<file path="config.mk">
export PLATFORM = sky130hd
export DESIGN_NAME = prefetch_aware_request_picker_unit
export DESIGN_NICKNAME = d
export VERILOG_FILES = /design/src/rtl/pawrp_pkg.sv /design/src/rtl/pawrp_in_stage.sv /design/src/rtl/pawrp_compare.sv /design/src/rtl/pawrp_out_stage.sv /design/src/rtl/prefetch_aware_request_picker_unit.sv
export VERILOG_INCLUDE_DIRS = /design/src /design/src/rtl
export SDC_FILE = /design/constraint.sdc
export NUM_CORES = 1
export LEC_CHECK = 0
export BUFFER_PORTS_ARGS = -buffer_cell sky130_fd_sc_hd__buf_2
export CORE_MARGIN = 1
export CORE_UTILIZATION = 50
export DETAILED_ROUTE_END_ITERATION = 16
export GPL_TIMING_DRIVEN = 0
export PLACE_DENSITY_LB_ADDON = 0.3
export SYNTH_ARGS = -nofsm -noshare
export SYNTH_HDL_FRONTEND = slang
export SYNTH_SLANG_ARGS = --single-unit
export TNS_END_PERCENT = 30
</file>
<file path="constraint.sdc">
create_clock -name clk -period 8.75 [get_ports clk]
set_input_delay 0.875 -clock clk [delete_from_list [all_inputs] [get_ports clk]]
set_output_delay 0.875 -clock clk [all_outputs]
set_load 0.01 [all_outputs]
</file>
<file path="src/rtl/prefetch_aware_request_picker_unit_assert.svh">
// Assertion macros for the prefetch-aware request picker.
`ifndef PREFETCH_AWARE_REQUEST_PICKER_UNIT_ASSERT_SVH
`define PREFETCH_AWARE_REQUEST_PICKER_UNIT_ASSERT_SVH

`ifndef NO_ASSERTIONS

// Same-cycle implication, checked out of reset.
`define PAWRP_ASSERT_NOW(label, clk, rst_n, ante, cons) \
    label: assert property (@(posedge clk) disable iff (!rst_n) (ante) |-> (cons)) \
        else $error("request picker check failed");

// Next-cycle implication, checked out of reset.
`define PAWRP_ASSERT_NEXT(label, clk, rst_n, ante, cons) \
    label: assert property (@(posedge clk) disable iff (!rst_n) (ante) |=> (cons)) \
        else $error("request picker check failed");

`else

`define PAWRP_ASSERT_NOW(label, clk, rst_n, ante, cons)
`define PAWRP_ASSERT_NEXT(label, clk, rst_n, ante, cons)

`endif

`endif

</file>
<file path="src/rtl/pawrp_pkg.sv">
// Types and constants shared by the request picker modules.
`default_nettype none

package pawrp_pkg;

    localparam int unsigned IDX_W   = 5;
    localparam int unsigned STAMP_W = 32;
    localparam int unsigned CNT_W   = 32;
    localparam int unsigned IN_DATA_W  = 40;
    localparam int unsigned OUT_DATA_W = 104;

    typedef logic [IDX_W-1:0]   idx_t;
    typedef logic [STAMP_W-1:0] stamp_t;
    typedef logic [CNT_W-1:0]   cnt_t;

    typedef struct packed {
        idx_t   entry_index;
        logic   request_ready;
        logic   prefetch;
        logic   row_hit;
        stamp_t arrival_time;
        logic   last_entry;
    } entry_t;

    typedef struct packed {
        idx_t chosen_index;
        cnt_t ready_decided_count;
        cnt_t prefetch_decided_count;
        cnt_t age_decided_count;
    } result_t;

    // Which rule settled this cycle's comparison, plus candidate state.
    typedef struct packed {
        logic have_candidate;
        logic ready_bump;
        logic prefetch_bump;
        logic age_bump;
    } pick_status_t;

    function automatic cnt_t sat_inc(input cnt_t v);
        return (v == '1) ? v : v + cnt_t'(1);
    endfunction

endpackage

`default_nettype wire

</file>
<file path="src/rtl/pawrp_in_stage.sv">
// Input register for incoming request entries.
`default_nettype none

module pawrp_in_stage
    import pawrp_pkg::*;
(
    input  wire logic                 clk,
    input  wire logic                 rst_n,
    input  wire logic                 s_axis_tvalid,
    output logic                      s_axis_tready,
    // [4:0] entry_index, [5] request_ready, [6] row_hit, [38:7] arrival_time,
    // [39] zero
    input  wire logic [IN_DATA_W-1:0] s_axis_tdata,
    // [0] prefetch
    input  wire logic                 s_axis_tuser,
    input  wire logic                 s_axis_tlast,
    input  wire logic                 advance,
    output logic                      entry_valid,
    output entry_t                    entry
);

    logic   valid_reg;
    entry_t entry_reg;

    assign s_axis_tready = !valid_reg || advance;
    assign entry_valid   = valid_reg;
    assign entry         = entry_reg;

    always_ff @(posedge clk or negedge rst_n)
    begin
        if (!rst_n)
        begin
            valid_reg <= 1'b0;
        end
        else if (s_axis_tready)
        begin
            valid_reg <= s_axis_tvalid;
        end
    end

    always_ff @(posedge clk)
    begin
        if (s_axis_tready && s_axis_tvalid)
        begin
            entry_reg.entry_index   <= s_axis_tdata[4:0];
            entry_reg.request_ready <= s_axis_tdata[5];
            entry_reg.prefetch      <= s_axis_tuser;
            entry_reg.row_hit       <= s_axis_tdata[6];
            entry_reg.arrival_time  <= s_axis_tdata[38:7];
            entry_reg.last_entry    <= s_axis_tlast;
        end
    end

endmodule

`default_nettype wire

</file>
<file path="src/rtl/pawrp_compare.sv">
// Held candidate, priority compare and decision counters.
`default_nettype none

module pawrp_compare
    import pawrp_pkg::*;
(
    input  wire logic   clk,
    input  wire logic   rst_n,
    input  wire logic   fire,
    input  wire entry_t entry,
    output logic        result_valid,
    output result_t     result,
    output pick_status_t status
);

    logic   have_cand_reg, have_cand_next;
    logic   best_ready_reg, best_ready_next;
    logic   best_act_reg, best_act_next;
    stamp_t best_arrival_reg, best_arrival_next;
    idx_t   best_pos_reg, best_pos_next;
    cnt_t   ready_cnt_reg, ready_cnt_next;
    cnt_t   pf_cnt_reg, pf_cnt_next;
    cnt_t   age_cnt_reg, age_cnt_next;

    logic act;
    logic take_new;
    logic ready_bump;
    logic pf_bump;
    logic age_bump;

    // An activating prefetch is a prefetch that misses the open row.
    assign act = entry.prefetch && !entry.row_hit;

    always_comb
    begin
        take_new   = 1'b1;
        ready_bump = 1'b0;
        pf_bump    = 1'b0;
        age_bump   = 1'b0;
        if (have_cand_reg)
        begin
            if (best_ready_reg != entry.request_ready)
            begin
                ready_bump = 1'b1;
                take_new   = entry.request_ready;
            end
            else if (best_act_reg != act)
            begin
                pf_bump  = 1'b1;
                take_new = !act;
            end
            else
            begin
                age_bump = 1'b1;
                take_new = entry.arrival_time < best_arrival_reg;
            end
        end
    end

    always_comb
    begin
        have_cand_next    = have_cand_reg;
        best_ready_next   = best_ready_reg;
        best_act_next     = best_act_reg;
        best_arrival_next = best_arrival_reg;
        best_pos_next     = best_pos_reg;
        ready_cnt_next    = ready_cnt_reg;
        pf_cnt_next       = pf_cnt_reg;
        age_cnt_next      = age_cnt_reg;
        if (fire)
        begin
            if (ready_bump)
            begin
                ready_cnt_next = sat_inc(ready_cnt_reg);
            end
            if (pf_bump)
            begin
                pf_cnt_next = sat_inc(pf_cnt_reg);
            end
            if (age_bump)
            begin
                age_cnt_next = sat_inc(age_cnt_reg);
            end
            if (take_new)
            begin
                best_ready_next   = entry.request_ready;
                best_act_next     = act;
                best_arrival_next = entry.arrival_time;
                best_pos_next     = entry.entry_index;
            end
            // Drop the candidate once the round closes.
            have_cand_next = !entry.last_entry;
        end
    end

    always_ff @(posedge clk or negedge rst_n)
    begin
        if (!rst_n)
        begin
            have_cand_reg    <= 1'b0;
            best_ready_reg   <= 1'b0;
            best_act_reg     <= 1'b0;
            best_arrival_reg <= '0;
            best_pos_reg     <= '0;
            ready_cnt_reg    <= '0;
            pf_cnt_reg       <= '0;
            age_cnt_reg      <= '0;
        end
        else
        begin
            have_cand_reg    <= have_cand_next;
            best_ready_reg   <= best_ready_next;
            best_act_reg     <= best_act_next;
            best_arrival_reg <= best_arrival_next;
            best_pos_reg     <= best_pos_next;
            ready_cnt_reg    <= ready_cnt_next;
            pf_cnt_reg       <= pf_cnt_next;
            age_cnt_reg      <= age_cnt_next;
        end
    end

    assign result_valid                  = fire && entry.last_entry;
    assign result.chosen_index           = best_pos_next;
    assign result.ready_decided_count    = ready_cnt_next;
    assign result.prefetch_decided_count = pf_cnt_next;
    assign result.age_decided_count      = age_cnt_next;

    assign status.have_candidate = have_cand_reg;
    assign status.ready_bump     = fire && ready_bump;
    assign status.prefetch_bump  = fire && pf_bump;
    assign status.age_bump       = fire && age_bump;

endmodule

`default_nettype wire

</file>
<file path="src/rtl/pawrp_out_stage.sv">
// Result register for the chosen request.
`default_nettype none

module pawrp_out_stage
    import pawrp_pkg::*;
(
    input  wire logic                  clk,
    input  wire logic                  rst_n,
    input  wire logic                  load,
    input  wire result_t               result,
    output logic                       m_axis_tvalid,
    input  wire logic                  m_axis_tready,
    // [4:0] chosen_index, [36:5] ready_decided_count,
    // [68:37] prefetch_decided_count, [100:69] age_decided_count, [103:101] zero
    output logic [OUT_DATA_W-1:0]      m_axis_tdata
);

    logic    valid_reg;
    result_t result_reg;

    always_ff @(posedge clk or negedge rst_n)
    begin
        if (!rst_n)
        begin
            valid_reg <= 1'b0;
        end
        else if (load)
        begin
            valid_reg <= 1'b1;
        end
        else if (m_axis_tready)
        begin
            valid_reg <= 1'b0;
        end
    end

    always_ff @(posedge clk)
    begin
        if (load)
        begin
            result_reg <= result;
        end
    end

    assign m_axis_tvalid = valid_reg;
    assign m_axis_tdata  = {3'b000,
                            result_reg.age_decided_count,
                            result_reg.prefetch_decided_count,
                            result_reg.ready_decided_count,
                            result_reg.chosen_index};

endmodule

`default_nettype wire

</file>
<file path="src/rtl/prefetch_aware_request_picker_unit.sv">
// The round's last entry is registered in the input stage, then the winner is loaded
// into the result register; the compare runs between the input and the result register.
// Throughput: one entry per cycle; the compare against the held candidate is
// a single registered pass, and only a stalled, still-full result register holds a last entry.
// Reset: asynchronous, active low; clears the candidate, the three decision
// counters and both valid flags.
`default_nettype none

`include "prefetch_aware_request_picker_unit_assert.svh"

module prefetch_aware_request_picker_unit
    import pawrp_pkg::*;
(
    input  wire logic                  clk,
    input  wire logic                  rst_n,
    input  wire logic                  s_axis_tvalid,
    output logic                       s_axis_tready,
    // [4:0] entry_index, [5] request_ready, [6] row_hit, [38:7] arrival_time,
    // [39] zero
    input  wire logic [IN_DATA_W-1:0]  s_axis_tdata,
    // [0] prefetch
    input  wire logic                  s_axis_tuser,
    input  wire logic                  s_axis_tlast,
    output logic                       m_axis_tvalid,
    input  wire logic                  m_axis_tready,
    // [4:0] chosen_index, [36:5] ready_decided_count,
    // [68:37] prefetch_decided_count, [100:69] age_decided_count, [103:101] zero
    output logic [OUT_DATA_W-1:0]      m_axis_tdata
);

    logic         entry_valid;
    entry_t       entry;
    logic         advance;
    logic         fire;
    logic         result_valid;
    result_t      result;
    pick_status_t status;

    // Hold a last entry only while the result register is full and stalled.
    assign advance = !entry_valid || !entry.last_entry || !m_axis_tvalid || m_axis_tready;
    assign fire    = entry_valid && advance;

    pawrp_in_stage u_in (
        .clk           (clk),
        .rst_n         (rst_n),
        .s_axis_tvalid (s_axis_tvalid),
        .s_axis_tready (s_axis_tready),
        .s_axis_tdata  (s_axis_tdata),
        .s_axis_tuser  (s_axis_tuser),
        .s_axis_tlast  (s_axis_tlast),
        .advance       (advance),
        .entry_valid   (entry_valid),
        .entry         (entry)
    );

    pawrp_compare u_cmp (
        .clk          (clk),
        .rst_n        (rst_n),
        .fire         (fire),
        .entry        (entry),
        .result_valid (result_valid),
        .result       (result),
        .status       (status)
    );

    pawrp_out_stage u_out (
        .clk           (clk),
        .rst_n         (rst_n),
        .load          (result_valid),
        .result        (result),
        .m_axis_tvalid (m_axis_tvalid),
        .m_axis_tready (m_axis_tready),
        .m_axis_tdata  (m_axis_tdata)
    );

    `PAWRP_ASSERT_NOW(a_one_rule, clk, rst_n, 1'b1,
        $onehot0({status.ready_bump, status.prefetch_bump, status.age_bump}))
    `PAWRP_ASSERT_NOW(a_first_no_bump, clk, rst_n, !status.have_candidate,
        !status.ready_bump && !status.prefetch_bump && !status.age_bump)
    `PAWRP_ASSERT_NEXT(a_round_closes, clk, rst_n, fire && entry.last_entry,
        !status.have_candidate && m_axis_tvalid)
    `PAWRP_ASSERT_NEXT(a_no_spurious, clk, rst_n,
        !m_axis_tvalid && !(fire && entry.last_entry), !m_axis_tvalid)

endmodule

`default_nettype wire
</file>
==> results.toml <==
[clock_network]
clk_pin_slew_ps = 60
hold_buffers = 0
clk_latency_ps = 540
cts_tree = "done"
post_cts_buffers = 0
cts-root-buf = "clkbuf_16"
cts.path.max_buffers = 3
htreeDepth = 1
ctsResizeCount = 0
cts_buffers = 30
cts.sinks = 280

[worst_hold_path]
min_path_type = "in2async"

[place]
dp_cells = 1215
dp_slack_ps = 5548
dpl_cell_area_um2 = 12420
gp_congestion = 0.7936
io_buffers = 147
dpl.hpwl_um = 13530

[die]
fp.dieArea_um2 = 22980
dieHeight_um = 151.6
ioPinCount = 152
start_util = 0.5110
rows = 54
die_w_um = 151.6
core_area_um2 = 21890

[global_routing]
gr-usage-met1 = 0.2494
grt_overflow = 0
grt_max_degree = 94
antenna_found_initial = 0
top_usage_layer = "met2"
grtUsageTotal = 0.1743
met2_usage = 0.2799
grt_pass1_wl_um = 31250
grt_pass1_vias = 6314
met3_usage = 0.02605

[setup_path]
arrival_ps = 3250
cp_top_family = "simple AND/OR/NAND/NOR gates"
cp-end-kind = "flip-flop"
ff2ff_setup_slack_ps = 5780
path_buf_inv = 2
cp.required_ps = 9030
critPathLaunchType = "flip-flop"
crit_chain = "ha_1 -> nand4_1 -> nor3_1 -> o211ai_1 -> nor4_1 -> a221o_1 -> buf_2 -> buf_2 -> mux2_2"
cp_common_cell = "buf_2"
crit_fanout = 10
slowest_delay_ps = 400
cp_slowest_cell = "edfxtp_1"
worst-setup-path-type = "reg2reg"

[timing]
totalNegativeSetupSlack_ps = 0
hold_ws_ps = 263.6
clock.fmax_ghz = 0.3369
skew_ps = 9.423
rsz0062_at_grt = "no"
worst_pin_slew_ps = 812.1
setup_viol = 0
min_period_ps = 2969
hold_violations = 0
timing.final.ws_setup_ps = 5781
slew_violations = 0
finalCritPeriodShare = 0.3393
relSlewSlack = 0.4577

[finish]
area_growth_pct = 20.31
final_common_cell = "buf_2"
fin_area_um2 = 13460
final_net_count = 1047
drive_above_1_share = 0.2634
largest_reg_flops = 101
stdcell_count = 1271
final_cell_mix = "buf_2, edfxtp_1, dfrtp_1, xnor2_1, inv_1"
antenna_cells = 0

[routing]
drt_iter0_markers = 357
drtAntennaViolNets = 0
drc_errors = 0
vias_per_cell = 5.144
vias = 6538
drt-total-wl_um = 19500
dr.pass1.iters = 5
routedWlPerCell_um = 15.34

[power_and_ir_drop]
switchingPower_uw = 838.4
internal_power_uw = 2612
comb_power_share = 0.148
leakagePower_uw = 0.005733
pwr-share-clk = 0.374
power_density_nw_per_um2 = 256.4
switching_share = 0.2429
seqPwrFrac = 0.477
ir_worst_vdd_uv = 150.1

[synth]
yosysWarnings = 0
synth_cells = 781
synth-edff-count = 142
yosysSeqAreaShare = 0.6899
netlist_area_um2 = 11190
async_reset_ff_frac = 0.4929
synthFlopType = "edfxtp_1"
syn_area_per_cell_um2 = 14.32
yosys-top-cells-area = "edfxtp_1, dfrtp_1, xnor2_1"
ys_ff_latch = 280
synth_cell_types = 46
yosysTopAreaCellShare = 0.3812
synth_top_cell_by_area = "edfxtp_1"

[status]
status = "finished clean"

[flow_run]
maxCapViolCount = 0
[cells by family after synthesis]
family / share of synthesized area
DFF: 0.6899
other: 0.0003352
AOI/OAI and AO/OA: 0.02561
muxes: 0.04217
xor gates and xnor gates: 0.07505
and+or+nand+nor: 0.1084
buffers and inverters: 0.02058
adders and majority gates: 0.03803
[path summary, 6_finish.rpt]
kind / start / cells past startpoint / to
max: u_in.entry[32] / 9 / u_out.m_axis_tdata[4]
min: rst_n / 1 / u_cmp.ready_cnt_reg[17]
min reg2reg: u_cmp.ready_cnt_reg[23] / 1 / u_cmp.ready_cnt_reg[23]
max in group asynchronous: rst_n / 2 / u_cmp.best_pos_reg[3]
min in group clk: u_cmp.ready_cnt_reg[23] / 1 / u_cmp.ready_cnt_reg[23]
max reg2reg: u_in.entry[32] / 9 / u_out.m_axis_tdata[4]
[layer usage]
layer	up-vias	wire length, um	part of all wire
met2	175	9152	0.47
met3	30	886	0.045
li1	3174	-	-
met4	0	414	0.021
met5	-	0	0
met1	3159	9044	0.46
[power groups by stage]
stage                     registers, uW  logic (uW)  clock network, uW
after CTS                          1650         526               1320
after global placement             1670         497                  0
after floorplan                    1670         357                  0
final                              1650         512               1290
after global routing               1670         589               1370
after detailed placement           1670         522                  0
[layout make-up]
cell class	count	area, um^2
timing repair buffer	152	864.6
clock buffer	46	912.1
multi-input combinational	446	3256
sequential	280	7717
buffer	9	50.05
clock inverter	10	128.9
inverter	48	180.2
fill	1715	8432
tap	280	350.3
[cell usage after synthesis, types with 13 or more instances]
cell type	instances
a21oi_1	14
and3_1	13
and4_1	15
dfrtp_1	138
edfxtp_1	142
ha_1	34
inv_1	48
mux2_2	41
nand2_1	47
nand3_1	40
nand4_1	27
nor2_1	39
xnor2_1	55
xor2_1	39
[metrics by stage]
step	util	power (uW)
3_3_place_gp	0.5610	2169
3_5_place_dp	0.5673	2194
2_1_floorplan	-	2030
6_report	0.6148	3451
4_1_cts	0.6148	3493
5_1_grt	0.6148	3626
Power figures use the tool's default switching activity.
